--- src/hw/rtl/lfpd_pkg.sv ---
// Package for the PD line-follower steering block: widths, hold constants,
// sensor weights, sequencer states and output codes. No dependencies.
`default_nettype none
package lfpd_pkg;

    localparam int READING_BITS = 12;
    localparam int SPIN_HOLD_MS = 700;
    localparam int STOP_HOLD_MS = 10000;

    localparam int RD_W   = READING_BITS;
    localparam int SUM_W  = RD_W + 3;           // eight readings
    localparam int ERR_W  = RD_W + 7;           // |weights| on each side sum to 43
    localparam int DIF_W  = ERR_W + 1;
    localparam int MAG_W  = ERR_W + 17;         // |P + D| in Q.16
    localparam int HALF_W = (MAG_W + 1) / 2;    // magnitude split for the scale multiply
    localparam int GB_W   = 17;                 // 16-bit unsigned gain as signed operand
    localparam int AW_0   = (DIF_W > HALF_W + 1) ? DIF_W : HALF_W + 1;
    localparam int AW     = (AW_0 > RD_W + 1) ? AW_0 : RD_W + 1;
    localparam int PW     = AW + GB_W;
    localparam int ACC_W  = MAG_W + 17;
    localparam int FRAC_W = 32;                 // offset is Q.32
    localparam int OFFI_W = ACC_W - 1 - FRAC_W;
    localparam int THR_W  = 15;
    localparam int CMP_W  = (SUM_W > THR_W) ? SUM_W : THR_W;

    localparam int DUTY_W = 8;
    localparam int HOLD_W = 14;
    localparam int HOLD_MAX = 16383;
    localparam logic [HOLD_W-1:0] SPIN_HOLD =
        HOLD_W'((SPIN_HOLD_MS > HOLD_MAX) ? HOLD_MAX : SPIN_HOLD_MS);
    localparam logic [HOLD_W-1:0] STOP_HOLD =
        HOLD_W'((STOP_HOLD_MS > HOLD_MAX) ? HOLD_MAX : STOP_HOLD_MS);

    localparam logic signed [GB_W-1:0] WEIGHTS [8] = '{
        -17'sd20, -17'sd14, -17'sd7, -17'sd2, 17'sd2, 17'sd7, 17'sd14, 17'sd20
    };

    typedef enum logic [2:0] {
        CFG_PROP_GAIN   = 3'd0,
        CFG_DERIV_GAIN  = 3'd1,
        CFG_OFFSET_SCL  = 3'd2,
        CFG_BASE_DUTY   = 3'd3,
        CFG_MAX_DUTY    = 3'd4,
        CFG_DEAD_BAND   = 3'd5,
        CFG_CROSS_THR   = 3'd6,
        CFG_SPIN_DUTY   = 3'd7
    } cfg_idx_t;

    typedef enum logic [1:0] {
        WAY_STRAIGHT = 2'd0,
        WAY_BELOW    = 2'd1,
        WAY_ABOVE    = 2'd2
    } way_t;

    typedef enum logic [1:0] {
        ACT_DRIVE = 2'd0,
        ACT_SPIN  = 2'd1,
        ACT_STOP  = 2'd2
    } act_t;

    typedef enum logic [3:0] {
        ST_IDLE,
        ST_WSUM,
        ST_GAIN_P,
        ST_GAIN_D,
        ST_ABS,
        ST_OFF_LO,
        ST_OFF_HI,
        ST_EMIT,
        ST_EMIT2
    } state_t;

endpackage
`default_nettype wire

--- src/hw/rtl/line_follow_pd_steering.sv ---
// PD line-follower steering: weighted position error, PD drive term, duty
// offset, dead band and crossing-line spin/stop, on one shared multiplier.
// Depends on lfpd_pkg.
//
//   channel | signals                              | dir | handshake
//   --------+--------------------------------------+-----+--------------------
//   in      | reading_0..reading_7                 | in  | in_valid/in_ready
//   out     | left/right_duty, left/right_reverse, | out | out_valid/out_ready
//           | steer_way, action, hold_time_ms,     |     |
//           | last_of_run                          |     |
//   cfg     | cfg_index, cfg_data                  | in  | cfg_write, no wait
//
// A request passes from acceptance to its first result in the output register
// through eight multiply-accumulate steps for the weighted sum, two for the
// PD gains, one for the magnitude, two for the offset scale and one to resolve.
// The single signed multiplier with its accumulator sets that sequence.
// A crossing that spins adds a second result once the first is taken.
// in_ready is low while a request is in work; a full output stalls the
// resolve step. Reset restores the register defaults and clears history.
`default_nettype none
module line_follow_pd_steering (
    input  wire                          clk,
    input  wire                          rst_n,
    input  wire                          cfg_write,
    input  wire [2:0]                    cfg_index,
    input  wire [15:0]                   cfg_data,
    input  wire                          in_valid,
    output logic                         in_ready,
    input  wire [lfpd_pkg::RD_W-1:0]     reading_0,
    input  wire [lfpd_pkg::RD_W-1:0]     reading_1,
    input  wire [lfpd_pkg::RD_W-1:0]     reading_2,
    input  wire [lfpd_pkg::RD_W-1:0]     reading_3,
    input  wire [lfpd_pkg::RD_W-1:0]     reading_4,
    input  wire [lfpd_pkg::RD_W-1:0]     reading_5,
    input  wire [lfpd_pkg::RD_W-1:0]     reading_6,
    input  wire [lfpd_pkg::RD_W-1:0]     reading_7,
    output logic                         out_valid,
    input  wire                          out_ready,
    output logic [lfpd_pkg::DUTY_W-1:0]  left_duty,
    output logic [lfpd_pkg::DUTY_W-1:0]  right_duty,
    output logic                         left_reverse,
    output logic                         right_reverse,
    output logic [1:0]                   steer_way,
    output logic [1:0]                   action,
    output logic [lfpd_pkg::HOLD_W-1:0]  hold_time_ms,
    output logic                         last_of_run
);
    import lfpd_pkg::*;

    // configuration
    logic [15:0]       prop_reg, deriv_reg, scale_reg;
    logic [7:0]        base_reg, max_reg, spin_duty_reg;
    logic [9:0]        band_reg;
    logic [THR_W-1:0]  thr_reg;

    // sequencer and history
    state_t            state_reg, state_next;
    logic [2:0]        idx_reg, idx_next;
    logic              spun_reg, spun_next;
    logic signed [ERR_W-1:0] prev_reg, prev_next;

    // datapath
    logic [RD_W-1:0]          rd_reg [8];
    logic [SUM_W-1:0]         sum_reg, sum_next;
    logic signed [ACC_W-1:0]  acc_reg, acc_next;
    logic signed [ERR_W-1:0]  err_reg, err_next;
    logic [MAG_W-1:0]         mag_reg, mag_next;
    logic                     shift_en, load_en;

    // output register
    logic                     out_valid_reg, out_valid_next;
    logic                     out_load;
    logic [DUTY_W-1:0]        ld_reg, rd_duty_reg, ld_next, rd_duty_next;
    logic                     lrev_reg, rrev_reg, lrev_next, rrev_next;
    way_t                     way_reg, way_next;
    act_t                     act_reg, act_next;
    logic [HOLD_W-1:0]        hold_reg, hold_next;
    logic                     last_reg, last_next;

    // shared multiplier
    logic signed [AW-1:0]     mult_a;
    logic signed [GB_W-1:0]   mult_b;
    logic signed [PW-1:0]     prod;
    logic signed [DIF_W-1:0]  diff;

    // resolve step
    logic [OFFI_W-1:0]        off_int;
    logic [OFFI_W:0]          off_ceil, fast_w;
    logic [7:0]               slow_d, fast_d;
    logic signed [DIF_W-1:0]  err_x, band_x;
    way_t                     way_c;
    logic                     crossing, out_free;

    assign prod = mult_a * mult_b;
    assign diff = DIF_W'(err_reg) - DIF_W'(prev_reg);

    // duty offset, steering direction, crossing detect and output-free flag
    always_comb
    begin
        off_int  = acc_reg[ACC_W-2:FRAC_W];
        off_ceil = {1'b0, off_int} + (OFFI_W+1)'(|acc_reg[FRAC_W-1:0]);
        if (off_ceil >= (OFFI_W+1)'(base_reg))
            slow_d = '0;
        else
            slow_d = base_reg - off_ceil[7:0];
        if (slow_d > max_reg)
            slow_d = max_reg;
        fast_w = {1'b0, off_int} + (OFFI_W+1)'(base_reg);
        if (fast_w > (OFFI_W+1)'(max_reg))
            fast_d = max_reg;
        else
            fast_d = fast_w[7:0];

        err_x  = DIF_W'(err_reg);
        band_x = DIF_W'($signed({1'b0, band_reg}));
        if (err_x > band_x)
            way_c = WAY_ABOVE;
        else if (err_x < -band_x)
            way_c = WAY_BELOW;
        else
            way_c = WAY_STRAIGHT;

        crossing = CMP_W'(sum_reg) > CMP_W'(thr_reg);
        out_free = !out_valid_reg || out_ready;
    end

    // sequencer
    always_comb
    begin
        state_next     = state_reg;
        idx_next       = idx_reg;
        spun_next      = spun_reg;
        prev_next      = prev_reg;
        sum_next       = sum_reg;
        acc_next       = acc_reg;
        err_next       = err_reg;
        mag_next       = mag_reg;
        shift_en       = 1'b0;
        load_en        = 1'b0;
        mult_a         = AW'($signed({1'b0, rd_reg[0]}));
        mult_b         = WEIGHTS[idx_reg];
        out_load       = 1'b0;
        out_valid_next = out_valid_reg && !out_ready;
        ld_next        = base_reg;
        rd_duty_next   = base_reg;
        lrev_next      = 1'b0;
        rrev_next      = 1'b0;
        way_next       = WAY_STRAIGHT;
        act_next       = ACT_DRIVE;
        hold_next      = '0;
        last_next      = 1'b1;
        in_ready       = (state_reg == ST_IDLE);

        unique case (state_reg)
            ST_IDLE:
            begin
                if (in_valid)
                begin
                    load_en    = 1'b1;
                    acc_next   = '0;
                    sum_next   = '0;
                    idx_next   = '0;
                    state_next = ST_WSUM;
                end
            end
            ST_WSUM:
            begin
                acc_next = acc_reg + ACC_W'(prod);
                sum_next = sum_reg + SUM_W'(rd_reg[0]);
                shift_en = 1'b1;
                idx_next = idx_reg + 3'd1;
                if (idx_reg == 3'd7)
                    state_next = ST_GAIN_P;
            end
            ST_GAIN_P:
            begin
                err_next   = acc_reg[ERR_W-1:0];
                mult_a     = AW'($signed(acc_reg[ERR_W-1:0]));
                mult_b     = $signed({1'b0, prop_reg});
                acc_next   = ACC_W'(prod);
                state_next = ST_GAIN_D;
            end
            ST_GAIN_D:
            begin
                mult_a     = AW'(diff);
                mult_b     = $signed({1'b0, deriv_reg});
                acc_next   = acc_reg + ACC_W'(prod);
                prev_next  = err_reg;
                state_next = ST_ABS;
            end
            ST_ABS:
            begin
                mag_next   = acc_reg[ACC_W-1] ? MAG_W'(-acc_reg) : MAG_W'(acc_reg);
                state_next = ST_OFF_LO;
            end
            ST_OFF_LO:
            begin
                mult_a     = AW'($signed({1'b0, mag_reg[HALF_W-1:0]}));
                mult_b     = $signed({1'b0, scale_reg});
                acc_next   = ACC_W'(prod);
                state_next = ST_OFF_HI;
            end
            ST_OFF_HI:
            begin
                mult_a     = AW'($signed({1'b0, mag_reg[MAG_W-1:HALF_W]}));
                mult_b     = $signed({1'b0, scale_reg});
                acc_next   = acc_reg + (ACC_W'(prod) <<< HALF_W);
                state_next = ST_EMIT;
            end
            ST_EMIT:
            begin
                if (out_free)
                begin
                    out_load       = 1'b1;
                    out_valid_next = 1'b1;
                    state_next     = ST_IDLE;
                    if (crossing && !spun_reg)
                    begin
                        spun_next    = 1'b1;
                        ld_next      = spin_duty_reg;
                        rd_duty_next = spin_duty_reg;
                        lrev_next    = 1'b1;
                        act_next     = ACT_SPIN;
                        hold_next    = SPIN_HOLD;
                        last_next    = 1'b0;
                        state_next   = ST_EMIT2;
                    end
                    else if (crossing)
                    begin
                        ld_next      = '0;
                        rd_duty_next = '0;
                        act_next     = ACT_STOP;
                        hold_next    = STOP_HOLD;
                    end
                    else
                    begin
                        way_next = way_c;
                        if (way_c == WAY_BELOW)
                        begin
                            ld_next      = fast_d;
                            rd_duty_next = slow_d;
                        end
                        else if (way_c == WAY_ABOVE)
                        begin
                            ld_next      = slow_d;
                            rd_duty_next = fast_d;
                        end
                    end
                end
            end
            ST_EMIT2:
            begin
                // straight drive after the spin, base duty on both wheels
                if (out_free)
                begin
                    out_load       = 1'b1;
                    out_valid_next = 1'b1;
                    state_next     = ST_IDLE;
                end
            end
            default:
            begin
                state_next = ST_IDLE;
            end
        endcase
    end

    always_ff @(posedge clk or negedge rst_n)
    begin
        if (!rst_n)
        begin
            state_reg     <= ST_IDLE;
            idx_reg       <= '0;
            spun_reg      <= 1'b0;
            prev_reg      <= '0;
            out_valid_reg <= 1'b0;
            prop_reg      <= 16'd2621;
            deriv_reg     <= 16'd26214;
            scale_reg     <= 16'd1928;
            base_reg      <= 8'd60;
            max_reg       <= 8'd90;
            band_reg      <= 10'd1;
            thr_reg       <= 15'd19000;
            spin_duty_reg <= 8'd70;
        end
        else
        begin
            state_reg     <= state_next;
            idx_reg       <= idx_next;
            spun_reg      <= spun_next;
            prev_reg      <= prev_next;
            out_valid_reg <= out_valid_next;
            if (cfg_write)
            begin
                unique case (cfg_idx_t'(cfg_index))
                    CFG_PROP_GAIN:  prop_reg      <= cfg_data;
                    CFG_DERIV_GAIN: deriv_reg     <= cfg_data;
                    CFG_OFFSET_SCL: scale_reg     <= cfg_data;
                    CFG_BASE_DUTY:  base_reg      <= cfg_data[7:0];
                    CFG_MAX_DUTY:   max_reg       <= cfg_data[7:0];
                    CFG_DEAD_BAND:  band_reg      <= cfg_data[9:0];
                    CFG_CROSS_THR:  thr_reg       <= cfg_data[THR_W-1:0];
                    CFG_SPIN_DUTY:  spin_duty_reg <= cfg_data[7:0];
                    default:        ;
                endcase
            end
        end
    end

    // payload registers
    always_ff @(posedge clk)
    begin
        acc_reg <= acc_next;
        sum_reg <= sum_next;
        err_reg <= err_next;
        mag_reg <= mag_next;
        if (load_en)
        begin
            rd_reg[0] <= reading_0;
            rd_reg[1] <= reading_1;
            rd_reg[2] <= reading_2;
            rd_reg[3] <= reading_3;
            rd_reg[4] <= reading_4;
            rd_reg[5] <= reading_5;
            rd_reg[6] <= reading_6;
            rd_reg[7] <= reading_7;
        end
        else if (shift_en)
        begin
            for (int i = 0; i < 7; i++)
                rd_reg[i] <= rd_reg[i+1];
            rd_reg[7] <= rd_reg[0];
        end
        if (out_load)
        begin
            ld_reg      <= ld_next;
            rd_duty_reg <= rd_duty_next;
            lrev_reg    <= lrev_next;
            rrev_reg    <= rrev_next;
            way_reg     <= way_next;
            act_reg     <= act_next;
            hold_reg    <= hold_next;
            last_reg    <= last_next;
        end
    end

    assign out_valid     = out_valid_reg;
    assign left_duty     = ld_reg;
    assign right_duty    = rd_duty_reg;
    assign left_reverse  = lrev_reg;
    assign right_reverse = rrev_reg;
    assign steer_way     = way_reg;
    assign action        = act_reg;
    assign hold_time_ms  = hold_reg;
    assign last_of_run   = last_reg;

    a_accept_starts_sum: assert property (@(posedge clk) disable iff (!rst_n)
        in_valid && in_ready |=> state_reg == ST_WSUM && idx_reg == 3'd0)
        else $error("accepted request did not start the weighted sum");

    a_spun_sticks: assert property (@(posedge clk) disable iff (!rst_n)
        spun_reg |=> spun_reg)
        else $error("spin flag cleared outside reset");

    a_stop_after_spin: assert property (@(posedge clk) disable iff (!rst_n)
        out_valid && action == ACT_STOP |-> spun_reg)
        else $error("stop issued before any spin");

    a_way_only_drive: assert property (@(posedge clk) disable iff (!rst_n)
        out_valid && steer_way != WAY_STRAIGHT |-> action == ACT_DRIVE)
        else $error("steering direction on a spin or stop result");

    a_first_is_spin: assert property (@(posedge clk) disable iff (!rst_n)
        out_valid && !last_of_run |-> action == ACT_SPIN && state_reg == ST_EMIT2)
        else $error("non-final result that is not a spin");

endmodule
`default_nettype wire
--- config.mk ---
export PLATFORM = sky130hd
export DESIGN_NAME = line_follow_pd_steering
export DESIGN_NICKNAME = d
export VERILOG_FILES = /design/src/hw/rtl/lfpd_pkg.sv /design/src/hw/rtl/line_follow_pd_steering.sv
export SDC_FILE = /design/constraint.sdc
export NUM_CORES = 2
export LEC_CHECK = 0
export BUFFER_PORTS_ARGS = -buffer_cell sky130_fd_sc_hd__buf_2
export CORE_UTILIZATION = 40
export CTS_BUF_LIST = sky130_fd_sc_hd__clkbuf_16
export CTS_CLUSTER_SIZE = 20
export DETAILED_ROUTE_END_ITERATION = 12
export GPL_TIMING_DRIVEN = 0
export HOLD_SLACK_MARGIN = 0.12
export PLACE_DENSITY = 0.64
export SLEW_MARGIN = 20
export SYNTH_ARGS = -nofsm -noshare
export SYNTH_HDL_FRONTEND = slang
export SYNTH_SLANG_ARGS = --single-unit
--- constraint.sdc ---
create_clock -name clk -period 30.4 [get_ports clk]
set_clock_uncertainty 0.05 [all_clocks]
set_input_delay 3.04 -clock clk [delete_from_list [all_inputs] [get_ports clk]]
set_output_delay 3.04 -clock clk [all_outputs]
set_load 0.01 [all_outputs]
# After elaboration in Yosys (flattened, before gate mapping)
# Memory sizes are Yosys's and may differ from the RTL's.
# Cells that the tools add are included.
[word_totals]
ff_bits = 284
ram_bits = 96
romBits = 136
input_bits = 120
output_inout_bits = 39
elab_cells = 169
mem_count = 2
[classes]
n_addsub = 10
mul = 1
magnitude_cmp = 7
eq_ne = 22
mux = 60
bitwise_logic = 11
reduce_logical = 30
[mem_list]
columns = ["name", "depth", "word_bits", "read_ports", "rd_ports_with_merged_regs", "write_ports", "line", "rtl"]
rows = [
  ["(name not given)", 8, 17, 1, 0, 0, "line_follow_pd_steering.sv:141", "mult_b = WEIGHTS[idx_reg];"],
  ["rd_reg", 8, 12, 8, 0, 8, "line_follow_pd_steering.sv:63", "logic [RD_W-1:0] rd_reg [8];"],
]
[ops]
columns = ["op", "n"]
rows = [
  ["one-hot mux 53 bit (4 select lines)", 1],
  ["2-to-1 mux 8 bit", 15],
  ["2-to-1 mux 12 bit", 8],
  ["one-hot mux 20 bit (4 select lines)", 1],
  ["adder 53 x 37 -> 53 bit", 1],
  ["adder 53 bit", 1],
  ["2-to-1 mux 53 bit", 1],
  ["one-hot mux 17 bit (3 select lines)", 1],
  ["multiplier 20 x 17 -> 37 bit", 1],
  ["2-to-1 mux 36 bit", 1],
  ["negator 36 bit", 1],
  ["one-hot mux 4 bit (9 select lines)", 1],
  ["2-to-1 mux 17 bit", 2],
  ["OR reduction 32 bit", 1],
  ["one-hot mux 15 bit (2 select lines)", 1],
  ["AND reduction 2 bit", 11],
  ["adder 20 x 1 -> 21 bit", 1],
  ["adder 20 x 8 -> 21 bit", 1],
  [">= comparator 21 x 8 -> 1 bit", 1],
  ["greater-than comparator 21 x 8 -> 1 bit", 1],
  ["< comparator 19 x 20 -> 1 bit", 1],
  ["2-to-1 mux 4 bit", 5],
  ["negator 10 -> 20 bit", 1],
  ["subtractor 19 x 19 -> 20 bit", 1],
  ["39 further kinds", 81],
]

# Depth between registers and ports, before layout
[logic_depth]
word_depth = 12
ltp_mapped = 54

# Worst setup path after synthesis
# No wires, ideal clock.
[synth_timing]
path_kind = "reg2reg"
startpoint = "register state_reg[0]"
endpoint = "register acc_reg[52] (data pin)"
setup_ns = 0.278
arrival_ns = 11.247
required_time_ns = 30.072
path_slack_ns = 18.825
stages_incl_launch_ff = 46
n_path_buf = 4
synth_period_minus_slack_ns = 11.575
path_cell_list = "dfrtp_1 clkbuf_1 nand2b_1 nor3_1 clkbuf_1 clkbuf_1 buf_1 a222oi_1 o211ai_1 o21a_1 nand2_1 fa_1 inv_1 fa_1 inv_1 fa_1 inv_1 fa_1 [10 not listed] o21ai_1 nand2_1 o211ai_1 a21oi_1 xnor2_1 ha_1 a21o_1 a21o_1 a21oi_1 nor2_1 a2111oi_0 a31oi_1 nand3_1 nand2_1 nor3_1 a21oi_1 xnor2_1 o211ai_1"
[synth_between]
elab_chain_cells = 6
word_cells_on_any_way = 15
[synth_rtl]
columns = ["item", "line", "rtl"]
rows = [
  ["from (decl)", "line_follow_pd_steering.sv:57", "state_t state_reg, state_next;"],
  ["from (signal assigned)", "line_follow_pd_steering.sv:288", "state_reg <= state_next;"],
  ["equality test 4 x 3 -> 1 bit", "line_follow_pd_steering.sv:154", "unique case (state_reg)"],
  ["OR reduction 2 bit (no source line)", "--", ""],
  ["one-hot mux 17 bit (3 select lines)", "line_follow_pd_steering.sv:154", ""],
  ["multiplier 20 x 17 -> 37 bit", "line_follow_pd_steering.sv:94", "assign prod = mult_a * mult_b;"],
  ["adder 53 bit or adder 53 x 37 -> 53 bit (tied branches)", "line_follow_pd_steering.sv:207, line_follow_pd_steering.sv:168, line_follow_pd_steering.sv:187", ""],
  ["one-hot mux 53 bit (4 select lines) (*)", "line_follow_pd_steering.sv:154", ""],
  ["named net acc_next[52]", "line_follow_pd_steering.sv:65", "logic signed [ACC_W-1:0] acc_reg, acc_next;"],
  ["to (signal assigned)", "line_follow_pd_steering.sv:313", "acc_reg <= acc_next;"],
  ["to (decl)", "line_follow_pd_steering.sv:65", ""],
]
# Mark *: on every way through the listed nets, which the timed path passes. The rest lies on a longest branch.
# A chain may end at the register's enable or synchronous reset.

# Final worst setup path
[layout_timing]
startpoint = "register state_reg[0]"
endpoint = "register acc_reg[51] (data pin)"
# The elaborated chain is that of the path after synthesis.

==> results.md <==
- Initial Util: around two fifths
- Worst EP required: a little over 30 ns
- Setup Viol. Count Final: 0
- R2R cell count: 43
- Clock latency on the worst-skew pair: between 0.5 and 0.6 ns
- Share of flip-flops with an asynchronous set or reset: between 30% and 40%
- Clk root buf: clkbuf_16
- Drt pass-1 iters: 7
- # IOs: about 160
- RR Endpoint: acc_reg[51]$_DFFE_PP_
- Crit-path most repeated cell: fa_1
- DIE AREA: 94400 µm²
- Die W: a little over 300 µm
- Largest fanout on the critical path: 28
- Reg-to-reg setup timing slack: around 16 ns
- Post-synthesis sequential area ratio: between 20% and 30%
- Worst setup EP type: flop
- Tcrit/Tclk final: a little under half
- Max reg flops: 96
- I/O Buffers: 149
- Initial antenna violation count: 3
- Startpoint types: flop
- Layout cell share with drive strength beyond 1: between 10% and 20%
- Detail Route Antenna Nets: 0
- Die Y: 307 µm
- Slowest cell on the critical path: a221oi_1
- Post-synthesis cell type count: about 100
- DRC violations left: 0
- Mean post-synth cell area: 9.38 µm²
- Max Freq: a little over 70 MHz
- Yosys reg bits: between 300 and 400
- Slew headroom: 17.1%
- Setup bufs post-CTS: 0
- Least-Margin Pin Slew: about 1.2 ns
- Yosys top cell area share: 19.4%
- Core footprint: roughly 92000 µm²
- CTS tree: yes
- Clk sinks: 366
- Worst setup path end: acc_reg[51]$_DFFE_PP_
- Placer Congestion: between 0.9 and 1
- PostCTS Resize Cnt: 0
- Cell accounting for the most synthesized area: edfxtp_1
- Largest net degree at the start of global routing: between 70 and 80
- Final WL: 113 mm
- Final hold vios: 0
- Status: complete, no violations
- Cts-stage hold buffer count: 0
- HP Class: flop to flop
- Max Cap Viol: 0
- Worst EP arrival: approximately 14 ns
- GR peak layer: met2
- WS Path Type: flop to flop
- Worst reg2reg startpoint: state_reg[0]$_DFFE_PN0P_
- Crit path launch: state_reg[0]$_DFFE_PN0P_
- Fin Setup TNS: 0 ns
- Via density per instance: between 5 and 6
- Area delta synth->final: 10.4%
- Met1 usage: approximately a third
- Via count: 29700
- CTS H-tree lvls: 2
- RSZ-0062 raised after global routing: false
- HPWL Detailed: between 90 and 100 mm
- Met2 Use GR: roughly 38%
- Max Slew Vio Count: 0
- Final min period: between 10 and 15 ns
- CTS Buf Count: 42
- Site Rows: between 100 and 150
- Vias in the first global route: approximately 29000
- Slowest cell delay on critical path: roughly 0.8 ns
- Nets: 4958
- Ys flop type: edfxtp_1
- Global-route wire length before repair: ~170 mm
- Avg WL per Cell: between 20 and 25 µm
- Gr usage total: 24.1%
- Met3 GRT Util: 3.27%
- Starting DRT DRC Count: between 2000 and 3000
- Yosys warns: 0
- Synth Cell Area: around 37000 µm²
- Maximum buffer depth of the clock tree: 3
- Grt ovf: 0
- Synth top area cells: edfxtp_1 19%, fa_1 19%, ha_1 10%
- EDFF count, synth: between 200 and 250
- Fillers: just under 9000
- Worst-path clk slew: about 0.060 ns
- Mapped Cells: slightly below 4000
-- metal layers --
metal / up-vias / wire length, µm
met4: 2 / 3390
met5: - / 7
met1: 14700 / 49300
met2: 1064 / 51900
met3: 176 / 8230
li1: 13800 / -
-- cell usage in the layout (no fill, tap or decap), drive strengths merged, types with 122 or more instances in the layout --
cell,count
a21oi,169
xnor2,137
inv,553
buf,198
mux2,122
nor2,325
ha,303
nand2,565
fa,347
clkbuf,155
edfxtp,241
o21ai,171
-- layout make-up --
type / count / area, µm² / share of cell area (%)
Clock buffer: 43 / 1080 / 2.62
Buffer: 147 / 622 / 1.51
Sequential cell: 366 / 10400 / 25.3
Clock inverter: 33 / 216 / 0.526
Multi-Input combinational cell: 2927 / 24300 / 59.1
Antenna cell: 1 / 2.50 / 0.00608
Timing Repair Buffer: 163 / 923 / 2.24
Inverter: 541 / 2030 / 4.94
Tap cell: 1243 / 1560 / 3.78
-- cells in the mapped netlist (all sizes together) (11+ instances only) --
cell type and count:
a211oi 16, a21o 83, a21oi 169, a222oi 23, a22oi 21, a31oi 13, and2 27, and3 28
buf 35, clkbuf 112, dfrtp 87, dfstp 38, edfxtp 241, fa 347, ha 303, inv 541
mux2 122, mux2i 14, nand2 565, nand2b 52, nand3 47, nand4 29, nor2 325, nor2b 32
nor3 36, o211ai 19, o21a 49, o21ai 171, o21bai 18, o221ai 22, o31ai 18, or2 11
or3 21, xnor2 137, xor2 58
-- metrics by stage --
stage / cells / hold slack [ns] / area (µm²) / util, % / setup slack (ns)
floorplan: 3981 / 0.406 / 37300 / - / 18.83
global placement: 5373 / 0.422 / 39600 / 43.1 / 14.68
detailed placement: 5387 / 0.430 / 39800 / 43.3 / 16.30
CTS: 5463 / 0.448 / 41100 / 44.7 / 16.28
global route: 5464 / 0.473 / 41100 / 44.7 / 15.53
finish: 5464 / 0.453 / 41100 / 44.7 / 16.21
-- how the worst min path moves through the flow --
stage                                        from                      end  cells after the start
final                     prev_reg[0]$_DFFE_PN0P_  prev_reg[0]$_DFFE_PN0P_                      2
after global routing      rd_reg[0][25]$_DFFE_PP_  rd_reg[0][13]$_DFFE_PP_                      2
after CTS                 prev_reg[0]$_DFFE_PN0P_  prev_reg[0]$_DFFE_PN0P_                      2
after detailed placement  prev_reg[0]$_DFFE_PN0P_  prev_reg[0]$_DFFE_PN0P_                      2
after global placement    prev_reg[0]$_DFFE_PN0P_  prev_reg[0]$_DFFE_PN0P_                      2
after floorplan           prev_reg[0]$_DFFE_PN0P_  prev_reg[0]$_DFFE_PN0P_                      2
-- kinds of logic (layout without fill, tap and decap cells) --
group                      Yosys count  in the layout  share of synthesized area [%]
AOI/OAI and AO/OA                  723            723                           13.0
adders and majority gates          650            650                           28.8
other                                1              7                         0.0101
DFF                                366            366                           27.9
buffers and inverters              688            927                           7.11
muxes                              136            136                           4.06
and+or+nand+nor                   1217           1217                           14.5
xor gates and xnor gates           195            195                           4.58
-- worst max-delay path: cells and delay by family (launching register included) --
| family | cells | cell delay, ns |
|---|---|---|
| DFF | 1 | 0.36 |
| AOI/OAI and AO/OA | 14 | 4.11 |
| xor gates and xnor gates | 1 | 0.71 |
| adders and majority gates | 8 | 3.53 |
| muxes | 1 | 0.17 |
| buffers and inverters | 8 | 2.26 |
| and+or+nand+nor | 11 | 2.71 |
Power is not shown: default switching activity piles up to over one toggle a cycle in this logic, so the estimate is an artifact.
